--- src/hdl/e2ewsm_pkg.sv ---
`timescale 1ns / 1ps

package e2ewsm_pkg;

    // window depth default and field widths
    localparam int WINDOW_DEPTH_DEF = 32;
    localparam int SIZE_W           = 6;
    localparam int LIMIT_W          = 16;
    localparam int PS_W             = 3;
    localparam int TALLY_W          = 6;
    localparam int CFG_IDX_W        = 3;
    localparam int CFG_DATA_W       = 16;

    // machine states
    localparam logic [2:0] ST_DEINIT  = 3'd0;
    localparam logic [2:0] ST_NODATA  = 3'd1;
    localparam logic [2:0] ST_INIT    = 3'd2;
    localparam logic [2:0] ST_VALID   = 3'd3;
    localparam logic [2:0] ST_INVALID = 3'd4;

    // profile check status codes
    localparam logic [PS_W-1:0] PS_OK        = 3'd0;
    localparam logic [PS_W-1:0] PS_ERROR     = 3'd3;
    localparam logic [PS_W-1:0] PS_NOTAVAIL  = 3'd4;
    localparam logic [PS_W-1:0] PS_NONEWDATA = 3'd5;
    localparam logic [PS_W-1:0] PS_MAX       = 3'h5;

    // result codes
    localparam logic [1:0] RC_OK    = 2'd0;
    localparam logic [1:0] RC_RANGE = 2'd1;
    localparam logic [1:0] RC_STATE = 2'd2;

    // configuration register indexes
    localparam logic [CFG_IDX_W-1:0] REG_WS_VALID   = 3'd0;
    localparam logic [CFG_IDX_W-1:0] REG_WS_INIT    = 3'd1;
    localparam logic [CFG_IDX_W-1:0] REG_WS_INVALID = 3'd2;
    localparam logic [CFG_IDX_W-1:0] REG_LIM_INIT   = 3'd3;
    localparam logic [CFG_IDX_W-1:0] REG_LIM_VALID  = 3'd4;
    localparam logic [CFG_IDX_W-1:0] REG_LIM_INV    = 3'd5;
    localparam logic [CFG_IDX_W-1:0] REG_CLEAR_INV  = 3'd6;

    typedef struct packed {
        logic            action;
        logic [PS_W-1:0] profile_status;
    } t_in_word;

    typedef struct packed {
        logic [1:0]         result_code;
        logic [2:0]         machine_state;
        logic [TALLY_W-1:0] ok_total;
        logic [TALLY_W-1:0] error_total;
    } t_out_word;

endpackage

--- src/hdl/e2ewsm_ram.sv ---
`timescale 1ns / 1ps

module e2ewsm_ram #(
    parameter int WIDTH = 3,
    parameter int DEPTH = 32,
    parameter int AW    = (DEPTH > 1) ? $clog2(DEPTH) : 1
) (
    input  logic             i_clk,
    input  logic             i_we,
    input  logic [AW-1:0]    i_waddr,
    input  logic [WIDTH-1:0] i_wdata,
    input  logic [AW-1:0]    i_raddr,
    output logic [WIDTH-1:0] o_rdata
);

    logic [WIDTH-1:0] r_mem [DEPTH];
    logic [WIDTH-1:0] r_rdata;

    always_ff @(posedge i_clk) begin
        if (i_we) begin
            r_mem[i_waddr] <= i_wdata;
        end
        r_rdata <= r_mem[i_raddr];
    end

    assign o_rdata = r_rdata;

endmodule

--- src/hdl/e2e_window_state_machine.sv ---
`timescale 1ns / 1ps

// E2E window state machine. Each input word is either an init command or one
// profile check status; each gives exactly one output word with the result
// code, the machine state after the step and the OK / ERROR counts of the
// current window. Statuses live in a single-port-write, registered-read RAM;
// a flag per entry marks it written, so an unwritten or cleared entry reads
// as not-available and no clearing pass is needed after reset. A status
// taken in init, valid or invalid is written, then the window is recounted
// by reading one entry per cycle, bounded by the RAM read port: such a word
// goes through the count, tail, eval and fin states before its output word
// is registered, and the next word is taken once the block is back in idle.
// Init commands, rejected statuses and nodata / deinit steps go from idle
// straight to the fin state. One word is worked on at a time; a finished
// output word waits in its register while the next input word is taken.
module e2e_window_state_machine #(
    parameter int WINDOW_DEPTH = e2ewsm_pkg::WINDOW_DEPTH_DEF
) (
    input  logic                                    i_clk,
    input  logic                                    i_rst_n,
    input  logic                                    i_in_valid,
    output logic                                    o_in_stall,
    input  e2ewsm_pkg::t_in_word                    i_in_word,
    output logic                                    o_out_valid,
    input  logic                                    i_out_stall,
    output e2ewsm_pkg::t_out_word                   o_out_word,
    input  logic                                    i_cfg_we,
    input  logic [e2ewsm_pkg::CFG_IDX_W-1:0]        i_cfg_index,
    input  logic [e2ewsm_pkg::CFG_DATA_W-1:0]       i_cfg_wdata
);

    localparam int AW = (WINDOW_DEPTH > 1) ? $clog2(WINDOW_DEPTH) : 1;
    localparam int CW = (AW > e2ewsm_pkg::SIZE_W) ? AW : e2ewsm_pkg::SIZE_W;
    localparam int TW = e2ewsm_pkg::TALLY_W;
    localparam int PW = e2ewsm_pkg::PS_W;
    localparam int LW = e2ewsm_pkg::LIMIT_W;

    localparam logic [2:0] S_IDLE  = 3'd0;
    localparam logic [2:0] S_COUNT = 3'd1;
    localparam logic [2:0] S_TAIL  = 3'd2;
    localparam logic [2:0] S_EVAL  = 3'd3;
    localparam logic [2:0] S_FIN   = 3'd4;

    // configuration
    logic [e2ewsm_pkg::SIZE_W-1:0] r_ws_valid, r_ws_init, r_ws_inv;
    logic [LW-1:0]                 r_lim_init, r_lim_valid, r_lim_inv;
    logic                          r_clr_inv;

    // control and machine state
    logic [2:0]              r_state, n_state;
    logic [2:0]              r_mode, n_mode;
    logic [AW-1:0]           r_slot, n_slot;
    logic [TW-1:0]           r_ok, n_ok;
    logic [TW-1:0]           r_err, n_err;
    logic [WINDOW_DEPTH-1:0] r_valid, n_valid;
    logic                    r_rd_pend, n_rd_pend;
    logic                    r_out_valid, n_out_valid;

    // working registers
    logic [AW-1:0]                r_idx, n_idx;
    logic [AW-1:0]                r_rd_addr, n_rd_addr;
    logic [TW-1:0]                r_cnt_ok, n_cnt_ok;
    logic [TW-1:0]                r_cnt_err, n_cnt_err;
    logic [CW-1:0]                r_size, n_size;
    logic [1:0]                   r_code, n_code;
    e2ewsm_pkg::t_out_word        r_out_word, n_out_word;

    logic          in_acc;
    logic [CW-1:0] sz_valid, sz_init, sz_inv, cur_size;
    logic [AW-1:0] slot_w, slot_nx;
    logic          ram_we;
    logic [AW-1:0] ram_raddr;
    logic [PW-1:0] ram_rdata;
    logic [PW-1:0] entry;
    logic          clr_en, set_en;
    logic [CW-1:0] clr_lo, clr_hi;
    logic          win_init, win_valid, win_inv;

    function automatic logic [CW-1:0] clamp_size(input logic [e2ewsm_pkg::SIZE_W-1:0] v);
        logic [CW-1:0] res;
        if (v == '0) begin
            res = CW'(1);
        end else if (CW'(v) > CW'(WINDOW_DEPTH)) begin
            res = CW'(WINDOW_DEPTH);
        end else begin
            res = CW'(v);
        end
        return res;
    endfunction

    assign sz_valid = clamp_size(r_ws_valid);
    assign sz_init  = clamp_size(r_ws_init);
    assign sz_inv   = clamp_size(r_ws_inv);
    assign cur_size = (r_mode == e2ewsm_pkg::ST_VALID) ? sz_valid :
                      (r_mode == e2ewsm_pkg::ST_INIT)  ? sz_init  : sz_inv;

    assign in_acc = i_in_valid && (r_state == S_IDLE);

    // stale slot wraps before the write
    assign slot_w  = (CW'(r_slot) >= cur_size) ? '0 : r_slot;
    assign slot_nx = ((CW'(slot_w) + CW'(1)) >= cur_size) ? '0 : slot_w + AW'(1);

    // an entry without its written flag reads as not-available
    assign entry = r_valid[r_rd_addr] ? ram_rdata : e2ewsm_pkg::PS_NOTAVAIL;

    assign win_init  = (8'(r_cnt_err) <= r_lim_init[7:0]) && (8'(r_cnt_ok) >= r_lim_init[15:8]);
    assign win_valid = (8'(r_cnt_err) <= r_lim_valid[7:0]) && (8'(r_cnt_ok) >= r_lim_valid[15:8]);
    assign win_inv   = (8'(r_cnt_err) <= r_lim_inv[7:0]) && (8'(r_cnt_ok) >= r_lim_inv[15:8]);

    e2ewsm_ram #(
        .WIDTH (PW),
        .DEPTH (WINDOW_DEPTH),
        .AW    (AW)
    ) u_window (
        .i_clk   (i_clk),
        .i_we    (ram_we),
        .i_waddr (slot_w),
        .i_wdata (i_in_word.profile_status),
        .i_raddr (ram_raddr),
        .o_rdata (ram_rdata)
    );

    always_comb begin
        n_state     = r_state;
        n_mode      = r_mode;
        n_slot      = r_slot;
        n_ok        = r_ok;
        n_err       = r_err;
        n_idx       = r_idx;
        n_rd_addr   = r_idx;
        n_rd_pend   = 1'b0;
        n_cnt_ok    = r_cnt_ok;
        n_cnt_err   = r_cnt_err;
        n_size      = r_size;
        n_code      = r_code;
        n_out_word  = r_out_word;
        n_out_valid = r_out_valid;
        ram_we      = 1'b0;
        ram_raddr   = r_idx;
        clr_en      = 1'b0;
        clr_lo      = '0;
        clr_hi      = '0;
        set_en      = 1'b0;

        if (r_rd_pend) begin
            if (entry == e2ewsm_pkg::PS_OK) begin
                n_cnt_ok = r_cnt_ok + TW'(1);
            end
            if (entry == e2ewsm_pkg::PS_ERROR) begin
                n_cnt_err = r_cnt_err + TW'(1);
            end
        end

        if (r_out_valid && !i_out_stall) begin
            n_out_valid = 1'b0;
        end

        case (r_state)
            S_IDLE: begin
                if (in_acc) begin
                    n_size  = cur_size;
                    n_code  = e2ewsm_pkg::RC_OK;
                    n_state = S_FIN;
                    if (i_in_word.action) begin
                        clr_en = 1'b1;
                        clr_hi = cur_size;
                        n_ok   = '0;
                        n_err  = '0;
                        n_slot = '0;
                        n_mode = e2ewsm_pkg::ST_NODATA;
                    end else if (i_in_word.profile_status > e2ewsm_pkg::PS_MAX) begin
                        n_code = e2ewsm_pkg::RC_RANGE;
                    end else begin
                        case (r_mode)
                            e2ewsm_pkg::ST_NODATA: begin
                                if (i_in_word.profile_status != e2ewsm_pkg::PS_ERROR &&
                                    i_in_word.profile_status != e2ewsm_pkg::PS_NONEWDATA) begin
                                    n_mode = e2ewsm_pkg::ST_INIT;
                                end
                            end
                            e2ewsm_pkg::ST_INIT, e2ewsm_pkg::ST_VALID,
                            e2ewsm_pkg::ST_INVALID: begin
                                ram_we    = 1'b1;
                                set_en    = 1'b1;
                                n_slot    = slot_nx;
                                n_idx     = '0;
                                n_cnt_ok  = '0;
                                n_cnt_err = '0;
                                n_state   = S_COUNT;
                            end
                            default: begin
                                n_code = e2ewsm_pkg::RC_STATE;
                            end
                        endcase
                    end
                end
            end
            S_COUNT: begin
                // one window entry read per cycle
                n_rd_pend = 1'b1;
                n_idx     = r_idx + AW'(1);
                if (CW'(r_idx) == r_size - CW'(1)) begin
                    n_state = S_TAIL;
                end
            end
            S_TAIL: begin
                n_state = S_EVAL;
            end
            S_EVAL: begin
                n_ok    = r_cnt_ok;
                n_err   = r_cnt_err;
                n_state = S_FIN;
                case (r_mode)
                    e2ewsm_pkg::ST_INIT: begin
                        if (win_init) begin
                            clr_en = 1'b1;
                            clr_lo = r_size;
                            clr_hi = sz_valid;
                            n_mode = e2ewsm_pkg::ST_VALID;
                        end else if (8'(r_cnt_err) > r_lim_init[7:0]) begin
                            clr_en = 1'b1;
                            if (r_clr_inv) begin
                                clr_hi = r_size;
                                n_ok   = '0;
                                n_err  = '0;
                                n_slot = '0;
                            end else begin
                                clr_lo = r_size;
                                clr_hi = sz_inv;
                            end
                            n_mode = e2ewsm_pkg::ST_INVALID;
                        end
                    end
                    e2ewsm_pkg::ST_VALID: begin
                        if (!win_valid) begin
                            if (r_clr_inv) begin
                                clr_en = 1'b1;
                                clr_hi = r_size;
                                n_ok   = '0;
                                n_err  = '0;
                                n_slot = '0;
                            end
                            n_mode = e2ewsm_pkg::ST_INVALID;
                        end
                    end
                    e2ewsm_pkg::ST_INVALID: begin
                        if (win_inv) begin
                            clr_en = 1'b1;
                            clr_lo = r_size;
                            clr_hi = sz_valid;
                            n_mode = e2ewsm_pkg::ST_VALID;
                        end
                    end
                    default: begin
                    end
                endcase
            end
            S_FIN: begin
                if (!r_out_valid || !i_out_stall) begin
                    n_out_valid                = 1'b1;
                    n_out_word.result_code     = r_code;
                    n_out_word.machine_state   = r_mode;
                    n_out_word.ok_total        = r_ok;
                    n_out_word.error_total     = r_err;
                    n_state                    = S_IDLE;
                end
            end
            default: begin
                n_state = S_IDLE;
            end
        endcase
    end

    // written flags: range clear and single set
    always_comb begin
        for (int i = 0; i < WINDOW_DEPTH; i++) begin
            n_valid[i] = r_valid[i];
            if (clr_en && CW'(i) >= clr_lo && CW'(i) < clr_hi) begin
                n_valid[i] = 1'b0;
            end
            if (set_en && CW'(i) == CW'(slot_w)) begin
                n_valid[i] = 1'b1;
            end
        end
    end

    always_ff @(posedge i_clk) begin
        if (!i_rst_n) begin
            r_state     <= S_IDLE;
            r_mode      <= e2ewsm_pkg::ST_DEINIT;
            r_slot      <= '0;
            r_ok        <= '0;
            r_err       <= '0;
            r_valid     <= '0;
            r_rd_pend   <= 1'b0;
            r_out_valid <= 1'b0;
        end else begin
            r_state     <= n_state;
            r_mode      <= n_mode;
            r_slot      <= n_slot;
            r_ok        <= n_ok;
            r_err       <= n_err;
            r_valid     <= n_valid;
            r_rd_pend   <= n_rd_pend;
            r_out_valid <= n_out_valid;
        end
    end

    always_ff @(posedge i_clk) begin
        r_idx      <= n_idx;
        r_rd_addr  <= n_rd_addr;
        r_cnt_ok   <= n_cnt_ok;
        r_cnt_err  <= n_cnt_err;
        r_size     <= n_size;
        r_code     <= n_code;
        r_out_word <= n_out_word;
    end

    always_ff @(posedge i_clk) begin
        if (!i_rst_n) begin
            r_ws_valid  <= e2ewsm_pkg::SIZE_W'(1);
            r_ws_init   <= e2ewsm_pkg::SIZE_W'(1);
            r_ws_inv    <= e2ewsm_pkg::SIZE_W'(1);
            r_lim_init  <= '0;
            r_lim_valid <= '0;
            r_lim_inv   <= '0;
            r_clr_inv   <= 1'b0;
        end else if (i_cfg_we) begin
            case (i_cfg_index)
                e2ewsm_pkg::REG_WS_VALID:   r_ws_valid  <= i_cfg_wdata[e2ewsm_pkg::SIZE_W-1:0];
                e2ewsm_pkg::REG_WS_INIT:    r_ws_init   <= i_cfg_wdata[e2ewsm_pkg::SIZE_W-1:0];
                e2ewsm_pkg::REG_WS_INVALID: r_ws_inv    <= i_cfg_wdata[e2ewsm_pkg::SIZE_W-1:0];
                e2ewsm_pkg::REG_LIM_INIT:   r_lim_init  <= i_cfg_wdata[LW-1:0];
                e2ewsm_pkg::REG_LIM_VALID:  r_lim_valid <= i_cfg_wdata[LW-1:0];
                e2ewsm_pkg::REG_LIM_INV:    r_lim_inv   <= i_cfg_wdata[LW-1:0];
                e2ewsm_pkg::REG_CLEAR_INV:  r_clr_inv   <= i_cfg_wdata[0];
                default: begin
                end
            endcase
        end
    end

    assign o_in_stall  = (r_state != S_IDLE);
    assign o_out_valid = r_out_valid;
    assign o_out_word  = r_out_word;

endmodule

--- config.mk ---
export PLATFORM = sky130hd
export DESIGN_NAME = e2e_window_state_machine
export DESIGN_NICKNAME = d
export VERILOG_FILES = /design/src/hdl/e2ewsm_pkg.sv /design/src/hdl/e2ewsm_ram.sv /design/src/hdl/e2e_window_state_machine.sv
export SDC_FILE = /design/constraint.sdc
export NUM_CORES = 1
export LEC_CHECK = 0
export BUFFER_PORTS_ARGS = -buffer_cell sky130_fd_sc_hd__buf_2
export CAP_MARGIN = 20
export CORE_MARGIN = 4
export CORE_UTILIZATION = 50
export DETAILED_ROUTE_END_ITERATION = 8
export PLACE_DENSITY = 0.65
export SKIP_LAST_GASP = 1
export SYNTH_ARGS = -nofsm -noshare
export SYNTH_HDL_FRONTEND = slang
export SYNTH_HIERARCHICAL = 1
export SYNTH_SLANG_ARGS = --single-unit
--- constraint.sdc ---
create_clock -name i_clk -period 4.8 [get_ports i_clk]
set_clock_uncertainty 0.1 [all_clocks]
set_input_delay 0.24 -clock i_clk [delete_from_list [all_inputs] [get_ports i_clk]]
set_output_delay 0.24 -clock i_clk [all_outputs]
set_load 0.005 [all_outputs]
-- Word level (Yosys, flattened, before mapping)
Memories as Yosys holds them, arrays and structs flattened. A register that Yosys moved wholly into a read port is not among the register bits.
Index checks and enable logic that the tools add are counted.
- equality and inequality tests: 67
- reductions and logical operators: 164
- $add $sub $neg: 6
- order comparisons: 78
- muxes and demuxes: 176
- operators with widths (cell ; number):
    $mux 6 ; 45
    $logic_and 1x1->1 ; 102
    $ge 5x6->1 const A ; 16
    $lt 5x6->1 const A ; 16
    $mux 1 ; 84
    $eq 5x5->1 const A ; 16
    $pmux 6 s2 ; 6
    $mux 5 ; 14
    $reduce_bool 2->1 ; 34
    $ge 4x6->1 const A ; 8
    $lt 4x6->1 const A ; 8
    $mux 3 ; 16
    $eq 4x5->1 const A ; 8
    $pmux 5 s2 ; 3
    $ge 3x6->1 const A ; 4
    $ge 6x8->1 ; 3
    $le 6x8->1 ; 3
    $lt 3x6->1 const A ; 4
    $eq 3x2->1 const B ; 7
    $ne 3x3->1 const B ; 7
    $eq 3x5->1 const A ; 4
    $gt 6x6->1 const B ; 3
    $logic_not 6->1 ; 3
    $pmux 6 s3 ; 1
    42 further kinds ; 76
- word-level logic and storage cells: 549
- memory bits (writable): 96
- input bits: 28
- memories kept: 1
- flip-flop bits (word level): 171
- memory list (name ; depth ; width ; rd ports ; clocked after memory_dff ; write ports ; line ; RTL):
    u_window.r_mem ; 32 ; 3 ; 1 ; 1 ; 1 ; e2ewsm_ram.sv:16 ; logic [WIDTH-1:0] r_mem [DEPTH];

-- Logic depth before layout (Yosys ltp)
Gate-level depths: netlist (run 1).
- word-level depth: 15
- gate-level depth with buffers: 24
- mapped depth without buffers: 22

-- Modules after synthesis
Netlist (run 1), hierarchy kept.
- by module, submodules not included (module ; area an instance (um^2) ; cells an instance ; times used):
    e2e_window_state_machine ; 9620.5 ; 1105 ; 1
    e2ewsm_ram ; 3916.3 ; 185 ; 1

-- Worst setup path after synthesis (run 1)
OpenSTA, ideal clock, no wires.
- path type: reg2reg
- start point: reg r_ws_valid[1] in the netlist's numbering
- end point: reg r_slot[2]
- arrival: 4.301 ns
- slack: 0.329 ns
- setup time: 0.070 ns
- data required time: 4.630 ns
- cell stages (with the launch flop): 24
- cell sequence: dfxtp_1 nor4_1 o21bai_1 o211ai_1 a21boi_0 ha_1 nand2b_1 a21o_1 a31oi_1 a31oi_1 a21oi_1 clkbuf_1 nand2_1 ha_1 inv_1 ha_1 a21o_1 a21o_1 a21oi_1 nor2b_1 o21ai_0 and3b_1 nand3b_1 a21oi_1
- cells in the longest elaborated chain, start to end: 14
- elaborated cells between the ends (all ways): 16
- classes of those cells: 2 x add/sub; 3 x order compare; 10 x mux; 1 x reduce/logical
- RTL lines (element ; line ; RTL):
    start: declaration ; e2e_window_state_machine.sv:45 ; logic [e2ewsm_pkg::SIZE_W-1:0] r_ws_valid, r_ws_init, r_ws_inv;
    start signal: assignment ; e2e_window_state_machine.sv:321 ; r_ws_valid <= e2ewsm_pkg::SIZE_W'(1);
    start signal: assignment ; e2e_window_state_machine.sv:330 ; e2ewsm_pkg::REG_WS_VALID: r_ws_valid <= i_cfg_wdata[e2ewsm_pkg::SIZE_W-1:0];
    $gt 6x6->1 ; e2e_window_state_machine.sv:83 ; end else if (CW'(v) > CW'(WINDOW_DEPTH)) begin
    $mux 6 ; e2e_window_state_machine.sv:83 ;
    $mux 6 * ; e2e_window_state_machine.sv:81 ; if (v == '0) begin
    $mux 6 * ; e2e_window_state_machine.sv:94 ; assign cur_size = (r_mode == e2ewsm_pkg::ST_VALID) ? sz_valid :
    net cur_size[0] ; e2e_window_state_machine.sv:69 ; logic [CW-1:0] sz_valid, sz_init, sz_inv, cur_size;
    $ge 5x6->1 ; e2e_window_state_machine.sv:100 ; assign slot_w = (CW'(r_slot) >= cur_size) ? '0 : r_slot;
    $mux 5 ; e2e_window_state_machine.sv:100 ;
    $add 5x1->6 ; e2e_window_state_machine.sv:101 ; assign slot_nx = ((CW'(slot_w) + CW'(1)) >= cur_size) ? '0 : slot_w + AW'(1);
    $ge 6x6->1 ; e2e_window_state_machine.sv:101 ;
    $mux 5 * ; e2e_window_state_machine.sv:101 ;
    $mux 5 * ; e2e_window_state_machine.sv:174 ; case (r_mode)
    $mux 5 * ; e2e_window_state_machine.sv:171 ; end else if (i_in_word.profile_status > e2ewsm_pkg::PS_MAX) begin
    $mux 5 * ; e2e_window_state_machine.sv:164 ; if (i_in_word.action) begin
    $mux 5 * ; e2e_window_state_machine.sv:160 ; if (in_acc) begin
    $pmux 5 s2 * ; e2e_window_state_machine.sv:158 ; case (r_state)
    end signal: assignment ; e2e_window_state_machine.sv:300 ; r_slot <= n_slot;
    end: declaration ; e2e_window_state_machine.sv:52 ; logic [AW-1:0] r_slot, n_slot;
The timed path passes the listed nets; every way through them passes the cells marked *. The select of a mux whose other input is x is not followed.
A chain may end at the register's enable or synchronous reset.

-- Final worst setup path (run 1)
- start point: reg r_ws_valid[2] in the netlist's numbering
- end point: reg r_slot[2]
The elaborated chain is that of the path after synthesis.

==> flow_summary.ini, run 1 <==
[die]
die_width_um = 173
pin_count = 47
num_rows = 59
die_h_um = 173
dieArea_um2 = 29800
initial_core_util = 0.514
core-area_um2 = 26400

[layout]
fin_nets = 1429
num_antenna_cells = 0
seq_area_um2 = 6670
fillers = 2251
syn2layout_area_growth_pct = 12.4
multiInputGateArea_um2 = 6290
layout-drive-gt1-share = 0.157
postLayoutCoreUtil = 0.577

[placement]
hpwl_mm = 25.2
port-buffer-count = 46
gp_congestion = 0.936

[sta]
min_period_over_period = 0.913
fmax_mhz = 228
rsz0062_at_grt = no
slew_headroom = 0.271
post-route-min-period_ns = 4.38
setup_viol = 0
tightest_slew_ns = 1.09
holdWs_ns = -0.0200
tns_ns = 0
finalHoldViolCount = 2
slew_violations = 0

[logic_synthesis]
synth_flop_cell = dfxtp_1
synth_edf_count = 126
synth_top_area_share = 0.280
yosysTopAreaCell = edfxtp_1
yosys_warnings = 6
synth_area_leaders = edfxtp_1, dfxtp_1, mux4_2
syn_area_per_cell_um2 = 10.5
yosysUniqueCellTypes = 96
synth.most_common_cell = nand2_1
syn_inst = 1290
synthesis.nets = 1372
seq_area_frac_synth = 0.492
async_reset_ff_frac = 0
netlist_top_cells_count = nand2_1, dfxtp_1, nor2_1
synth_seq_cells = 270
mappedNetlistArea_um2 = 13500

[route]
first_pass_iters = 6
num_vias = 10400
vias_per_cell = 6.10
final_antenna_net_count = 0
totalWireLength_mm = 36.1
route.detailed.wl_per_inst_um = 21.2
drtIter0Drc = 1077
drc_errors = 0

[critical_path]
critPathBufInv = 1
cpPeakStageDelay_ns = 0.32
path_cells = nor4_1 > o21bai_1 > o211ai_1 > a21boi_2 > ha_1 > nand2b_1 > a21o_1 > a31oi_1 > a31oi_1 > a21oi_2 > nand2_1 > ha_1 > inv_1 > ha_1 > a21o_1 > a21o_1 > a21oi_1 > nor2b_1 > o21ai_0 > and3b_1 > nand3b_1 > a21oi_1
crit_fanout = 5
crit_type = flop to flop
path_delay_family = compound AO/OA/AOI/OAI gates
slowest_stage = dfxtp_1
startpoint_type = flop
crit_arrival_ns = 4.76
cp-end-kind = flop
cp_data_required_time_ns = 5.18

[clocking]
cts_setup_buffers = 0
clockBufferDepth = 3
clock_latency_ns = 0.58
numClockSinks = 270
root_buffer = clkbuf_16
cts_made_buffers = 30
path_clk_slew_ns = 0.06
cts_tree = done
h-tree-depth = 1

[global_routing]
use_met2 = 0.372
grt_start_max_net_pins = 60
antenna_found_initial = 1
busiest_layer = met2
grt_usage = 0.238
grt-ovfl-total = 0
grt_pass1_wl_mm = 57.6
use_met1 = 0.347
grtUsageMet3 = 0.0417
grt_pass1_vias = 10100

[power_and_ir_drop]
power_density_nw_per_um2 = 380
leakage_nw = 5.32
ir_drop_mv = 0.278

[hold_path]
hold_path_class = primary input to flop

[status]
status = finished, violations left
violations = hold timing

[job]
cap_viol_max_count = 0
## worst paths after layout
check | start | endpoint | slack (ns) | depth (start not counted)
setup / recovery | r_ws_valid[2]$_SDFFE_PN0P_ | r_slot[2]$_SDFFE_PN0P_ | 0.42 | 22
hold / removal | i_cfg_index[1] | r_lim_valid[1]$_SDFFE_PN0P_ | -0.02 | 4
setup reg to reg | r_ws_valid[2]$_SDFFE_PN0P_ | r_slot[2]$_SDFFE_PN0P_ | 0.42 | 22
hold reg to reg | r_code[0]$_SDFFCE_PP0P_ | o_out_word[15]$_DFFE_PP_ | 0.33 | 0
## per-stage QoR
stage / setup WS (ns) / total power [mW] / hold WS [ns] / instances / instance area, µm²
floorplan: 0.329 / 3.26 / 0.239 / 1290 / 13500
global placement: 0.288 / 3.56 / 0.306 / 1627 / 14000
detailed placement: 0.267 / 3.59 / 0.316 / 1628 / 14000
CTS: 0.233 / 5.80 / 0.00549 / 1702 / 15200
global route: 0.0701 / 6.04 / 0.0225 / 1706 / 15200
finish: 0.419 / 5.77 / -0.0200 / 1706 / 15200
## power by group
group	total [mW]	internal, mW	leakage [nW]	switching [mW]
sequential	2.66	2.50	2.32	0.166
combinational	0.903	0.362	2.54	0.541
clock	2.21	1.28	0.465	0.929
total	5.77	4.14	5.32	1.64
## layout make-up
type / instances / area share
Sequential cell: 270 / 0.438
Multi-Input combinational cell: 894 / 0.414
Clock buffer: 42 / 0.0551
Timing Repair Buffer: 98 / 0.0439
Tap cell: 335 / 0.0276
Inverter: 53 / 0.0132
Clock inverter: 14 / 0.00831
## per-layer routing
layer,share of wire,vias to the layer above
met2,0.45,431
met3,0.077,83
met1,0.45,5022
met5,0.00036,-
met4,0.024,2
li1,-,4869
## worst reg2reg max path, stage by stage (launching register included)
cell,delay (ns)
dfxtp_1,0.32
nor4_1,0.28
o21bai_1,0.14
o211ai_1,0.20
a21boi_2,0.26
ha_1,0.25
nand2b_1,0.14
a21o_1,0.19
a31oi_1,0.17
a31oi_1,0.14
a21oi_2,0.18
nand2_1,0.11
ha_1,0.31
inv_1,0.05
ha_1,0.26
a21o_1,0.15
a21o_1,0.17
a21oi_1,0.14
nor2b_1,0.06
o21ai_0,0.18
and3b_1,0.29
nand3b_1,0.10
a21oi_1,0.13
## sequential cells by signal, indices dropped and copies added, names as in the netlist
| signal | cells |
|---|---|
| n_rd_addr | 5 |
| o_out_valid | 1 |
| o_out_word | 17 |
| r_clr_inv | 1 |
| r_cnt_err | 6 |
| r_cnt_ok | 6 |
| r_code | 2 |
| r_err | 6 |
| r_lim_init | 16 |
| r_lim_inv | 16 |
| r_lim_valid | 16 |
| r_mode | 3 |
| r_ok | 6 |
| r_rd_addr | 5 |
| r_rd_pend | 1 |
| r_size | 6 |
| r_slot | 5 |
| r_state | 3 |
| r_valid | 32 |
| r_ws_init | 6 |
| r_ws_inv | 6 |
| r_ws_valid | 6 |
| u_window/o_rdata | 3 |
| u_window/r_mem | 96 |
## placed cells by master (no fill, tap or decap), types with 39 or more instances in the layout
master and instances:
a21oi_1 84, buf_2 48, dfxtp_1 144, edfxtp_1 126
ha_1 54, inv_1 52, mux4_2 39, nand2_1 163
nor2_1 128
## repair_timing
action                     4_1_cts  5_1_grt
hold endpoints to repair        62        0
gates resized for setup          0        3
setup endpoints to repair        0        5
hold buffers                    18        0
## kinds of logic after synthesis
family | after synthesis | share of synthesized area
buf+inv | 126 | 0.0441
compound gates | 268 | 0.137
mux | 71 | 0.0905
xor+xnor | 25 | 0.0162
fa+ha+maj | 55 | 0.0507
flops | 270 | 0.492
simple gates | 475 | 0.169
Power figures use the tool's default switching activity.
==> run 2: changes to the inputs <==
--- a/config.mk
+++ b/config.mk
@@ -7,10 +7,12 @@
 export LEC_CHECK = 0
 export BUFFER_PORTS_ARGS = -buffer_cell sky130_fd_sc_hd__buf_2
 export CAP_MARGIN = 20
+export CELL_PAD_IN_SITES_DETAIL_PLACEMENT = 1
+export CELL_PAD_IN_SITES_GLOBAL_PLACEMENT = 1
 export CORE_MARGIN = 4
-export CORE_UTILIZATION = 50
+export CORE_UTILIZATION = 45
 export DETAILED_ROUTE_END_ITERATION = 8
-export PLACE_DENSITY = 0.65
+export PLACE_DENSITY = 0.72
 export SKIP_LAST_GASP = 1
 export SYNTH_ARGS = -nofsm -noshare
 export SYNTH_HDL_FRONTEND = slang
==> constraint.sdc (replaced) <==
create_clock -name i_clk -period 3.6 [get_ports i_clk]
set_clock_uncertainty 0.1 [all_clocks]
set_input_delay 0.18 -clock i_clk [delete_from_list [all_inputs] [get_ports i_clk]]
set_output_delay 0.18 -clock i_clk [all_outputs]
set_load 0.005 [all_outputs]
==> flow_summary.ini, run 2 (synthesis results as in run 1) <==
[sta]
rsz0062_at_grt = yes
fin_ws_ns = -0.694
setup_viol = 53
slew_headroom = 0.277
min_period_over_period = 1.19
finalHoldViolCount = 0
tightest_slew_ns = 1.08
tns_ns = -9.54
fmax_mhz = 233
post-route-min-period_ns = 4.29
slew_violations = 0

[layout]
largest_reg_flops = 96
final_cell_mix = nand2_1, dfxtp_1, edfxtp_1, buf_4, nor2_1
syn2layout_area_growth_pct = 23.3
seq_area_um2 = 6670
multiInputGateArea_um2 = 6700
fin_area_um2 = 16700
regMostFlops = u_window/r_mem
fillers = 3198
postLayoutCoreUtil = 0.563
layout-drive-gt1-share = 0.261
final_cells = 1869
final_common_cell = nand2_1
fin_nets = 1537

[global_routing]
grt_start_max_net_pins = 88
grt-ovfl-total = 0
grt_pass1_wl_mm = 67.1
grt_pass1_vias = 11600
grt_usage = 0.254
antenna_found_initial = 2

[critical_path]
cp-end-kind = flop
cp_data_required_time_ns = 3.99
crit_type = flop to flop
crit_start = r_ws_valid[4]$_SDFFE_PN0P_
crit_arrival_ns = 4.68
crit_fanout = 5
startpoint_type = flop
r2r-start = r_ws_valid[4]$_SDFFE_PN0P_

[route]
met1_length_mm = 19.1
top_layer = met4
route.detailed.wl_per_inst_um = 23.2
num_vias = 11100
wl_met2_mm = 21.0
vias_per_cell = 5.92
dr_wl_met3_mm = 2.02
first_pass_iters = 5
final_antenna_net_count = 0
totalWireLength_mm = 43.3
drc_errors = 0
drtIter0Drc = 970

[hold_path]
hold_path_class = primary input to flop
worst_hold_startpoint = i_cfg_we

[placement]
post-place-ws_ns = -0.637
postPlaceCellArea_um2 = 14900
hpwl_mm = 30.0
gp_congestion = 0.917
dp_cells = 1773
port-buffer-count = 46

[clocking]
root_buffer = clkbuf_16
h-tree-depth = 1
cts_made_buffers = 30
numClockSinks = 270
clockBufferDepth = 3
clock_latency_ns = 0.56
cts_tree = done
path_clk_slew_ns = 0.06

[power_and_ir_drop]
power_density_nw_per_um2 = 503
ir_drop_mv = 0.392
leakage_nw = 5.96

[die]
die_h_um = 181
die_width_um = 181
pin_count = 47
initial_core_util = 0.457
num_rows = 63
dieArea_um2 = 32900
core-area_um2 = 29600

[status]
status = finished, violations left
violations = setup timing

[job]
cap_viol_max_count = 0
==> run 2: cell types whose count changed in the layout (fill, tap and decap cells not counted), sizes merged <==
cell and delta:
and3b +1, buf +105, bufinv +5, clkbuf -7
clkinv -2, clkinvlp +2, diode +1, dlygate4sd3 +3
==> run 2: layer usage <==
layer / up-vias / global-route usage
li1: 5079 / -
met1: 5606 / 0.352
met2: 300 / 0.423
met3: 85 / 0.0294
met4: 0 / 0.0739
met5: - / 0
==> run 2: stage by stage <==
stage / power (mW) / hold slack (ns)
floorplan: 4.35 / 0.179
global placement: 4.94 / 0.313
detailed placement: 5.02 / 0.310
CTS: 8.41 / 0.0186
global route: 8.78 / 0.0703
finish: 8.40 / 0.0325
==> run 2: power breakdown <==
group	switching, mW	total [mW]	leakage, nW	internal, mW
Sequential	0.136	3.47	2.32	3.33
Clock	1.29	3.36	0.520	2.07
Combinational	0.890	1.57	3.12	0.681
Total	2.32	8.40	5.96	6.08
==> run 2: area by class of cell <==
cell class,instances,share of cell area
Tap cell,390,0.0292
Multi-Input combinational cell,895,0.401
Sequential cell,270,0.399
Antenna cell,1,0.000150
Clock buffer,36,0.0500
Clock inverter,19,0.0154
Timing Repair Buffer,205,0.0926
Inverter,53,0.0120
==> run 2: path summary, 6_finish.rpt <==
path                                            endpoint  slack (ns)  cells after the start
worst min register to register  o_out_word[15]$_DFFE_PP_        0.32                      0
worst max register to register    r_slot[2]$_SDFFE_PN0P_       -0.69                     23
worst min-delay path            r_ws_inv[0]$_SDFFE_PN1P_        0.03                      5
worst max-delay path              r_slot[2]$_SDFFE_PN0P_       -0.69                     23
==> run 2: worst max-delay path, cell delays in order (launching register included) <==
cell      delay [ns]
dfxtp_2         0.33
nor4_2          0.26
o21bai_1        0.13
o211ai_1        0.16
a21boi_2        0.21
ha_1            0.25
nand2b_4        0.14
a21o_1          0.16
a31oi_1         0.20
a31oi_2         0.14
a21oi_2         0.19
buf_4           0.15
nand2_4         0.06
ha_4            0.26
inv_2           0.04
ha_4            0.20
a21o_1          0.17
a21o_1          0.19
a21oi_2         0.13
nor2b_1         0.06
o21ai_1         0.16
and3b_2         0.27
nand3b_1        0.11
a21oi_1         0.13
==> run 2: timing repair <==
item,CTS,global route
hold buffers,20,1
pin swaps,10,13
cloned,0,1
gates resized for setup,49,50
endpoints found under the hold margin,80,2
buffers inserted,8,7
endpoints found under the setup margin,101,130
